`config.mk`:
```
export PLATFORM = sky130hd
export DESIGN_NAME = pal_group
export DESIGN_NICKNAME = d
export VERILOG_FILES = /design/src/sv/pal_pkg.sv /design/src/sv/pal_group.sv
export SDC_FILE = /design/constraint.sdc
export NUM_CORES = 1
export LEC_CHECK = 0
export ABC_CLOCK_PERIOD_IN_PS = 1000
export BUFFER_PORTS_ARGS = -buffer_cell sky130_fd_sc_hd__buf_2
export CORE_AREA = 2 2 229 231
export CTS_CLUSTER_DIAMETER = 100
export DETAILED_ROUTE_END_ITERATION = 7
export DIE_AREA = 0 0 231 233
export PLACE_DENSITY = 0.41
export SLEW_MARGIN = 10
export SYNTH_ARGS = -nofsm -noshare
export SYNTH_HDL_FRONTEND = slang
export SYNTH_SLANG_ARGS = --single-unit
```
`constraint.sdc`:
```
create_clock -name clk_i -period 1 [get_ports clk_i]
set_input_delay 0 -clock clk_i [delete_from_list [all_inputs] [get_ports clk_i]]
set_output_delay 0 -clock clk_i [all_outputs]
set_load 0.05 [all_outputs]
```
`src/sv/pal_pkg.sv`:
```
package pal_pkg;

  localparam int CAPACITY  = 128;
  localparam int WORD_BITS = 32;

  // count must hold CAPACITY itself; indexes also hold position + 1
  localparam int CNT_W = $clog2(CAPACITY + 1);
  localparam int IW    = (CNT_W > 9) ? CNT_W : 9;

  // cells per reduction group and number of groups
  localparam int GRP_SIZE = (CAPACITY <= 256) ? 16 : 64;
  localparam int NGRP     = (CAPACITY + GRP_SIZE - 1) / GRP_SIZE;
  localparam int GL_W     = $clog2(GRP_SIZE);

  typedef logic [WORD_BITS-1:0] word_t;
  typedef logic [IW-1:0]        idx_t;
  typedef logic [CNT_W-1:0]     cnt_t;
  typedef logic [GL_W-1:0]      gidx_t;

  localparam logic [2:0] KIND_INSERT = 3'd0;
  localparam logic [2:0] KIND_DELETE = 3'd1;
  localparam logic [2:0] KIND_SEARCH = 3'd2;
  localparam logic [2:0] KIND_READ   = 3'd3;
  localparam logic [2:0] KIND_WRITE  = 3'd4;
  localparam logic [2:0] KIND_APPEND = 3'd5;

  typedef enum logic [1:0] {
    STAT_DONE  = 2'd0,
    STAT_FULL  = 2'd1,
    STAT_RANGE = 2'd2
  } status_e;

  // broadcast to every cell while matching / selecting
  typedef struct packed {
    word_t val;
    idx_t  sel;
    idx_t  cnt;
  } probe_t;

  // broadcast to every cell when an operation commits
  typedef struct packed {
    logic  en;
    logic  up;
    logic  dn;
    logic  ld;
    logic  clr;
    idx_t  lo;
    idx_t  hi;
    idx_t  ld_idx;
    idx_t  clr_idx;
    word_t val;
  } upd_t;

endpackage

```
`src/sv/pal_group.sv`:
```
module pal_group (
  input  logic           clk_i,
  input  logic           en_i,
  input  logic           hit_i  [pal_pkg::GRP_SIZE],
  input  logic           sel_i  [pal_pkg::GRP_SIZE],
  input  pal_pkg::word_t word_i [pal_pkg::GRP_SIZE],
  output logic           any_o,
  output pal_pkg::gidx_t first_o,
  output pal_pkg::word_t data_o
);
  import pal_pkg::*;

  logic  any_d, any_q;
  gidx_t first_d, first_q;
  word_t data_d, data_q;

  always_comb begin
    any_d   = 1'b0;
    first_d = '0;
    data_d  = '0;
    // lowest hit wins
    for (int j = GRP_SIZE - 1; j >= 0; j--) begin
      if (hit_i[j]) begin
        any_d   = 1'b1;
        first_d = GL_W'(j);
      end
    end
    for (int j = 0; j < GRP_SIZE; j++) begin
      data_d = data_d | (word_i[j] & {WORD_BITS{sel_i[j]}});
    end
  end

  always_ff @(posedge clk_i) begin
    if (en_i) begin
      any_q   <= any_d;
      first_q <= first_d;
      data_q  <= data_d;
    end
  end

  assign any_o   = any_q;
  assign first_o = first_q;
  assign data_o  = data_q;

endmodule

```
==> results.json <==
{
  "status": "finished, violations left",
  "violations": "hold timing, setup timing",
  "drv_slew": 0,
  "critPathCaptureType": "flop",
  "final_core_utilization_pct": 20.60,
  "cp.required_ns": 1.06,
  "clockBufferDepth": 2,
  "grt_pass1_wl_um": 57810,
  "antenna_found_initial": 2,
  "dp_hpwl_um": 35370,
  "setup-violations-final": 5,
  "timing.hold.ws_ns": -0.007975,
  "cts_made_buffers": 5,
  "syn_area_um2": 4110,
  "synth_top_area_share_pct": 27.28,
  "io-pin-count": 583,
  "leakagePower_uw": 0.004812,
  "rsz0062_at_grt": "true",
  "grt_pass1_vias": 8217,
  "synth_common_cells": "a22o_1, a221oi_1, edfxtp_1",
  "drtAntennaViolNets": 0,
  "synth_seq_area_share_pct": 27.03,
  "die_h_um": 233,
  "cts_tree": "built",
  "fin_setup_tns_ns": -0.04872,
  "routed_via_density": 4.292,
  "synthesis.nets": 952,
  "yosysMostFrequentCell": "a22o_1",
  "relSlewSlack_pct": 75.15,
  "synth_enable_flop_cells": 37,
  "drc": 0,
  "yosysWarnings": 0,
  "track_usage_pct": 15.37,
  "die_w_um": 231,
  "hold_class": "input port to flop",
  "cp.arrival_ns": 1.08,
  "htreeDepth": 2,
  "yosysUniqueCellTypes": 25,
  "period_minus_slack_ns": 1.021,
  "final_layout_size_suffix_gt1_share_pct": 65.60,
  "wl_per_cell_um": 24.16,
  "postLayoutSetupSlackWorst_ns": -0.02054,
  "max_slew.worst_pin.slew_ns": 0.3727,
  "cap_viol_max_count": 0,
  "place.gp.congestion": 0.9594,
  "crit_start": "word_i[241]",
  "p_per_area_nw_per_um2": 769.9,
  "nFillCells": 5698,
  "rows": 83,
  "ys.flop_type": "edfxtp_1",
  "cts_num_sinks": 37,
  "place_ws_ns": -0.5946,
  "coreArea_um2": 51090,
  "wl_um": 44400,
  "worstSetupPathType": "input port to flop",
  "path_clk_slew_ns": 0.08,
  "grt-ovfl-total": 0,
  "vdd_drop_max_mv": 0.5343,
  "synth_largest_area_cell": "a22o_1",
  "worstHoldStart": "word_i[425]",
  "grt_max_degree": 23,
  "syn_area_per_cell_um2": 10.12,
  "fmax_mhz": 979.9,
  "root_buffer": "clkbuf_16",
  "startpoint_type": "input port",
  "firstDrtPassIters": 5,
  "worstPathMaxFanout": 1,
  "synth-async-reset-ratio_pct": 0,
  "yosys_register_bits": 37,
  "area_growth_pct": 156.0,
  "period_share_pct": 102.1,
  "finalHoldViolCount": 4,
  "port_buffers": 582,
  "initial_core_util_pct": 8.044,
  "synthTopCellsByArea": "a22o_1, edfxtp_1, a221oi_1",
  "netlist_instances": 406,
  "die_area_um2": 53820,
  "num_vias": 7889,
  "drtIter0Drc": 446,
  "fin_nets": 1702
}
==> per-layer routing <==
layer	part of all wire (%)	track usage [%]	vias to the layer above
li1	-	-	3452
met1	39	17.96	3803
met2	50	27.05	546
met3	7.4	2.892	86
met4	4.1	7.157	2
met5	0.029	0	-
==> critical path, cell delays in order <==
cell and delay (ns):
dlygate4sd3_1 0.54, buf_2 0.13, a221oi_2 0.27, nand4_1 0.13
==> stage by stage <==
stage / instance area [um2] / total power [uW] / std cells
3_5_place_dp: 8503 / 5520 / 1707
4_1_cts: 9957 / 7974 / 1834
2_1_floorplan: 4110 / 3229 / 406
3_3_place_gp: 8503 / 5527 / 1707
5_1_grt: 10520 / 8550 / 1838
6_report: 10520 / 8102 / 1838
==> where the power goes <==
group | internal [uW] | total (uW) | leakage [uW] | switching (uW)
Clock | 926 | 1850 | 0.0000706 | 921
Sequential | 1790 | 1830 | 0.000371 | 38.4
Combinational | 2220 | 4420 | 0.00437 | 2200
==> state kept, by name (all words and copies together) (netlist names) <==
register and flops:
any_o 1, first_o 4, data_o 32
==> path summary, 6_finish.rpt <==
path	end	depth (start not counted)	slack (ns)
min	data_o[9]$_DFFE_PP_	3	-0.008
max	data_o[17]$_DFFE_PP_	4	-0.02
==> cell type report <==
type                       count  area, um2  area share (%)
sequential                    37       1111           10.56
multi-input combinational    317       3157           30.00
tap                          680      850.8           8.085
antenna                        1      2.502         0.02378
inverter                       4      15.01          0.1427
timing repair buffer         791       5249           49.88
clock inverter                 2      10.01         0.09511
clock buffer                   6      128.9           1.225
==> cells in the final DEF, fill, tap and decap left out, types with 2 or more instances in the layout <==
cell | netlist | routed
a221oi_2 | 4 | 79
nand2_1 | 3 | 3
buf_2 | 9 | 565
dlygate4sd3_1 | 0 | 123
a21oi_1 | 3 | 3
clkinv_2 | 0 | 2
buf_12 | 0 | 27
a22o_1 | 128 | 128
and3_1 | 2 | 2
buf_8 | 0 | 2
a221oi_4 | 0 | 3
nand4_1 | 33 | 33
a31oi_1 | 2 | 2
buf_6 | 19 | 11
o31ai_1 | 2 | 2
clkbuf_16 | 0 | 6
nor2_1 | 7 | 7
edfxtp_1 | 37 | 37
o21ai_0 | 2 | 2
a221oi_1 | 124 | 46
inv_1 | 4 | 4
buf_4 | 4 | 61
==> timing repair <==
| item | CTS | global route |
|---|---|---|
| buffers inserted | 0 | 1 |
| cloned | 0 | 1 |
| pin swaps | 0 | 28 |
| endpoints found under the setup margin | 37 | 34 |
| resized for setup | 30 | 82 |
| endpoints found under the hold margin | 30 | 7 |
| hold buffers | 119 | 5 |
==> logic make-up after synthesis <==
group	count (synthesis)	share of synthesized area, %
and+or+nand+nor	50	7.063
DFF	37	27.03
buffers and inverters	52	8.858
AOI/OAI and AO/OA	267	57.05
Power figures use the tool's default switching activity.
