===== src/sv/pal_pkg.sv =====
package pal_pkg;

  localparam int CAPACITY  = 128;
  localparam int WORD_BITS = 32;

  // count must hold CAPACITY itself; indexes also hold position + 1
  localparam int CNT_W = $clog2(CAPACITY + 1);
  localparam int IW    = (CNT_W > 9) ? CNT_W : 9;

  // cells per reduction group and number of groups
  localparam int GRP_SIZE = (CAPACITY <= 256) ? 16 : 64;
  localparam int NGRP     = (CAPACITY + GRP_SIZE - 1) / GRP_SIZE;
  localparam int GL_W     = $clog2(GRP_SIZE);

  typedef logic [WORD_BITS-1:0] word_t;
  typedef logic [IW-1:0]        idx_t;
  typedef logic [CNT_W-1:0]     cnt_t;
  typedef logic [GL_W-1:0]      gidx_t;

  localparam logic [2:0] KIND_INSERT = 3'd0;
  localparam logic [2:0] KIND_DELETE = 3'd1;
  localparam logic [2:0] KIND_SEARCH = 3'd2;
  localparam logic [2:0] KIND_READ   = 3'd3;
  localparam logic [2:0] KIND_WRITE  = 3'd4;
  localparam logic [2:0] KIND_APPEND = 3'd5;

  typedef enum logic [1:0] {
    STAT_DONE  = 2'd0,
    STAT_FULL  = 2'd1,
    STAT_RANGE = 2'd2
  } status_e;

  // broadcast to every cell while matching / selecting
  typedef struct packed {
    word_t val;
    idx_t  sel;
    idx_t  cnt;
  } probe_t;

  // broadcast to every cell when an operation commits
  typedef struct packed {
    logic  en;
    logic  up;
    logic  dn;
    logic  ld;
    logic  clr;
    idx_t  lo;
    idx_t  hi;
    idx_t  ld_idx;
    idx_t  clr_idx;
    word_t val;
  } upd_t;

endpackage


===== src/sv/pal_cell.sv =====
module pal_cell (
  input  logic            clk_i,
  input  pal_pkg::idx_t   idx_i,
  input  pal_pkg::word_t  lower_i,
  input  pal_pkg::word_t  upper_i,
  input  pal_pkg::probe_t probe_i,
  input  pal_pkg::upd_t   upd_i,
  output logic            hit_o,
  output logic            sel_o,
  output pal_pkg::word_t  entry_o
);
  import pal_pkg::*;

  word_t entry_q, entry_d;

  always_comb begin
    entry_d = entry_q;
    if (upd_i.en) begin
      if (upd_i.ld && idx_i == upd_i.ld_idx) begin
        entry_d = upd_i.val;
      end else if (upd_i.clr && idx_i == upd_i.clr_idx) begin
        entry_d = '0;
      end else if (upd_i.up && idx_i > upd_i.lo && idx_i <= upd_i.hi) begin
        entry_d = lower_i;
      end else if (upd_i.dn && idx_i >= upd_i.lo && idx_i < upd_i.hi) begin
        entry_d = upper_i;
      end
    end
  end

  // slots above the fill level are never observed, so no reset
  always_ff @(posedge clk_i) begin
    entry_q <= entry_d;
  end

  assign hit_o   = (entry_q == probe_i.val) && (idx_i < probe_i.cnt);
  assign sel_o   = (idx_i == probe_i.sel);
  assign entry_o = entry_q;

endmodule


===== config.mk =====
export PLATFORM = sky130hd
export DESIGN_NAME = pal_cell
export DESIGN_NICKNAME = d
export VERILOG_FILES = /design/src/sv/pal_pkg.sv /design/src/sv/pal_cell.sv
export SDC_FILE = /design/constraint.sdc
export NUM_CORES = 1
export LEC_CHECK = 0
export BUFFER_PORTS_ARGS = -buffer_cell sky130_fd_sc_hd__buf_2
export CORE_AREA = 2 2 89 91
export DETAILED_ROUTE_END_ITERATION = 8
export DIE_AREA = 0 0 91 93
export PLACE_DENSITY = 0.83
export RECOVER_POWER = 50
export SETUP_SLACK_MARGIN = 0.5
export SLEW_MARGIN = 20
export SYNTH_ARGS = -nofsm -noshare
export SYNTH_HDL_FRONTEND = slang
export SYNTH_SLANG_ARGS = --single-unit

===== constraint.sdc =====
create_clock -name clk_i -period 5.9 [get_ports clk_i]
set_input_delay 0.59 -clock clk_i [delete_from_list [all_inputs] [get_ports clk_i]]
set_output_delay 0.59 -clock clk_i [all_outputs]
set_load 0.05 [all_outputs]

==> flow_summary.toml <==
[run_status]
status = "finished, violations left"
violations_in_the_final_reports = "max-capacitance violations, max-slew violations"

[global_routing]
grt_pass1_wl_mm = 15.6
grt_antenna_before_repair = 0
overflow = 0
grt_max_degree = 34
via_count_of_the_first_global_routing_pass = 3266
gr-usage-all-layers = 0.233

[timing]
timing.final.max_slew_violations = 12
finalCritPeriodShare = 0.760
maxSlewHeadroom = -0.510
final_critical_path_setup_slack_ns = 1.42
final-setup-viol-count = 0
fin_hold_ws_ns = 0.580
transition_time_at_the_pin_with_the_least_slew_margin_ns = 2.25
setup_repair_after_global_routing_missed_its_margin = "no"
timing_hold_violations_final = 0
tns_ns = 0
max_freq_mhz = 223
crit_path_time_final_ns = 4.48

[clock_tree]
maximum_level_of_the_cts_h_tree = 2
clockRootBuffer = "clkbuf_8"
clkTransAtPathRegs_ns = 0.07
clock_path_buffers = 2
cts_buffers = 5
ctsResizeCount = 0
cts.sinks = 32
post_cts_buffers = 0
hold_buffers = 0
tritoncts = "yes"

[finish]
layout-drive-gt1-share = 0.388
design_area_um2 = 4260
stdcell_count = 646
n_antenna_cell = 0
layout.core_utilization = 0.566
design.final.nets = 766
area_growth_pct = 44.0
largest_reg_flops = 32

[synth]
synth-main-ff-cell = "edfxtp_1"
post_synth.cell_area_avg_um2 = 9.48
synthArstFlopShare = 0
fraction_of_the_mapped_netlist_area_in_compound_gates = 0.118
yosys_warning_total = 0
number_of_synthesized_flops_with_an_enable_pin = 32
synth-seq-area-share = 0.325
synthCells = 312
synth_area_leader_cell = "edfxtp_1"
netlist-cell-type-count = 30
simple_gate_area_share_of_the_yosys_netlist = 0.111
synth_adder_area_share = 0.110
synthMostInstantiatedCell = "nand2_1"
post_synth_most_frequent_cells = "nand2_1 (38), xnor2_1 (33), edfxtp_1 (32), mux2i_1 (32), o21ai_1 (30)"
synthesis.area_um2 = 2960
multiplexer_fraction_of_the_synthesized_cell_area = 0.108
post_synth_xor_area_fraction = 0.175
yosys_register_bits = 32
synthDominantCellAreaShare = 0.325
synthesized_net_count = 535
netlist_top_cells_area = "edfxtp_1 (32%), ha_1 (11%), mux2i_1 (11%)"
synth_top_family_by_area = "XOR/XNOR gates"

[power_and_ir_drop]
irDropWorstVdd_mv = 0.140
powerDensity_nw_per_um2 = 189
power.leakage_nw = 1.94
post-layout-total-power_mw = 0.805

[die]
top_level_port_count = 231
floorplan.core_area_um2 = 7530
design.die.area_um2 = 8460
std_cell_rows = 32
chip_width_um = 91
start_util = 0.393
die_h_um = 93

[worst_setup_path]
critical_path.startpoint_type = "input pin"
worst-path-max-fanout = 32
crit_required_ns = 5.81
timing.critical_path.to_type = "flip-flop"
worst_ep_arrival_time_ns = 4.39
setup.worst_path.class = "input pin to flip-flop"

[detailed_routing]
routedWlPerCell_um = 16.3
vias = 3225
drtPass1Iterations = 4
routed_wl_mm = 10.5
drt.antenna.violating_nets = 0
detailedRoute.firstIterationViolations = 106
via_per_inst = 4.99
drc = 0

[place]
buffer_ports.inserted = 230
dp_slack_ns = 2.17
place.detailed.hpwl_mm = 8.82
placed_area_um2 = 4210
finalWeightedCongestion = 0.931
placedCellCount = 638

[run]
maxCapViolations = 1

[worst_hold_path]
min-delay-path-class = "input pin to flip-flop"
==> worst paths after layout <==
| check | start | slack [ns] | to | cells after the start |
|---|---|---|---|---|
| min | upd_i[20] | 0.58 | entry_o[20] | 3 |
| max | idx_i[4] | 1.42 | entry_o[28] | 7 |
==> placed cells by master, fill, tap and decap left out <==
cell type / Yosys / routed
buf_4: 0 / 3
o21ai_0: 7 / 16
clkinv_1: 0 / 2
clkbuf_1: 6 / 34
a2111oi_2: 1 / 1
xor2_1: 26 / 26
edfxtp_1: 32 / 32
a2111o_1: 1 / 1
a31oi_1: 1 / 1
nand3_1: 3 / 3
mux2i_1: 32 / 32
nor3_1: 3 / 2
o31a_2: 0 / 1
a31o_2: 1 / 1
ha_1: 26 / 26
o21bai_2: 0 / 1
a211oi_1: 3 / 4
nand2b_1: 1 / 1
clkbuf_8: 0 / 5
a21oi_1: 6 / 7
a21bo_2: 1 / 1
and4_1: 1 / 1
nand4_1: 12 / 12
xnor2_1: 33 / 33
nand2_1: 38 / 38
a21o_1: 2 / 2
buf_2: 0 / 196
nor3_2: 0 / 1
nor4_1: 8 / 8
inv_1: 27 / 27
nor2_1: 4 / 4
bufinv_16: 0 / 1
o21ai_1: 30 / 21
==> cell type report <==
class	instances	area, um2
Tap cell	102	128
Multi-Input combinational cell	244	1830
Clock inverter	3	37.5
Inverter	27	101
Sequential cell	32	961
Fill cell	708	3270
Clock buffer	5	68.8
Timing Repair Buffer	233	1130
==> power by group <==
part | internal, mW | total, mW | switching [mW] | leakage, nW
registers | 0.279 | 0.297 | 0.0177 | 0.293
clock network | 0.123 | 0.207 | 0.0840 | 0.0532
logic | 0.119 | 0.301 | 0.182 | 1.59
==> worst max-delay path, stage by stage <==
cell	delay [ns]
buf_2	0.16
ha_1	0.35
a21oi_1	0.14
o21ai_0	0.11
a2111o_1	0.45
a211oi_1	1.70
o31a_2	0.86
==> logic make-up after synthesis <==
group	after synthesis
AND/OR/NAND/NOR	70
AO/OA/AOI/OAI	57
buffers and inverters	36
adder cells (fa/ha/maj)	26
multiplexers	32
flip-flops	32
XOR/XNOR	59
==> layer usage <==
layer	wire length, um	GRT usage
met1	4300	0.295
met4	167	0.0593
met5	0	0
met2	5550	0.421
met3	499	0.0282
(Power assumes the default switching activity.)
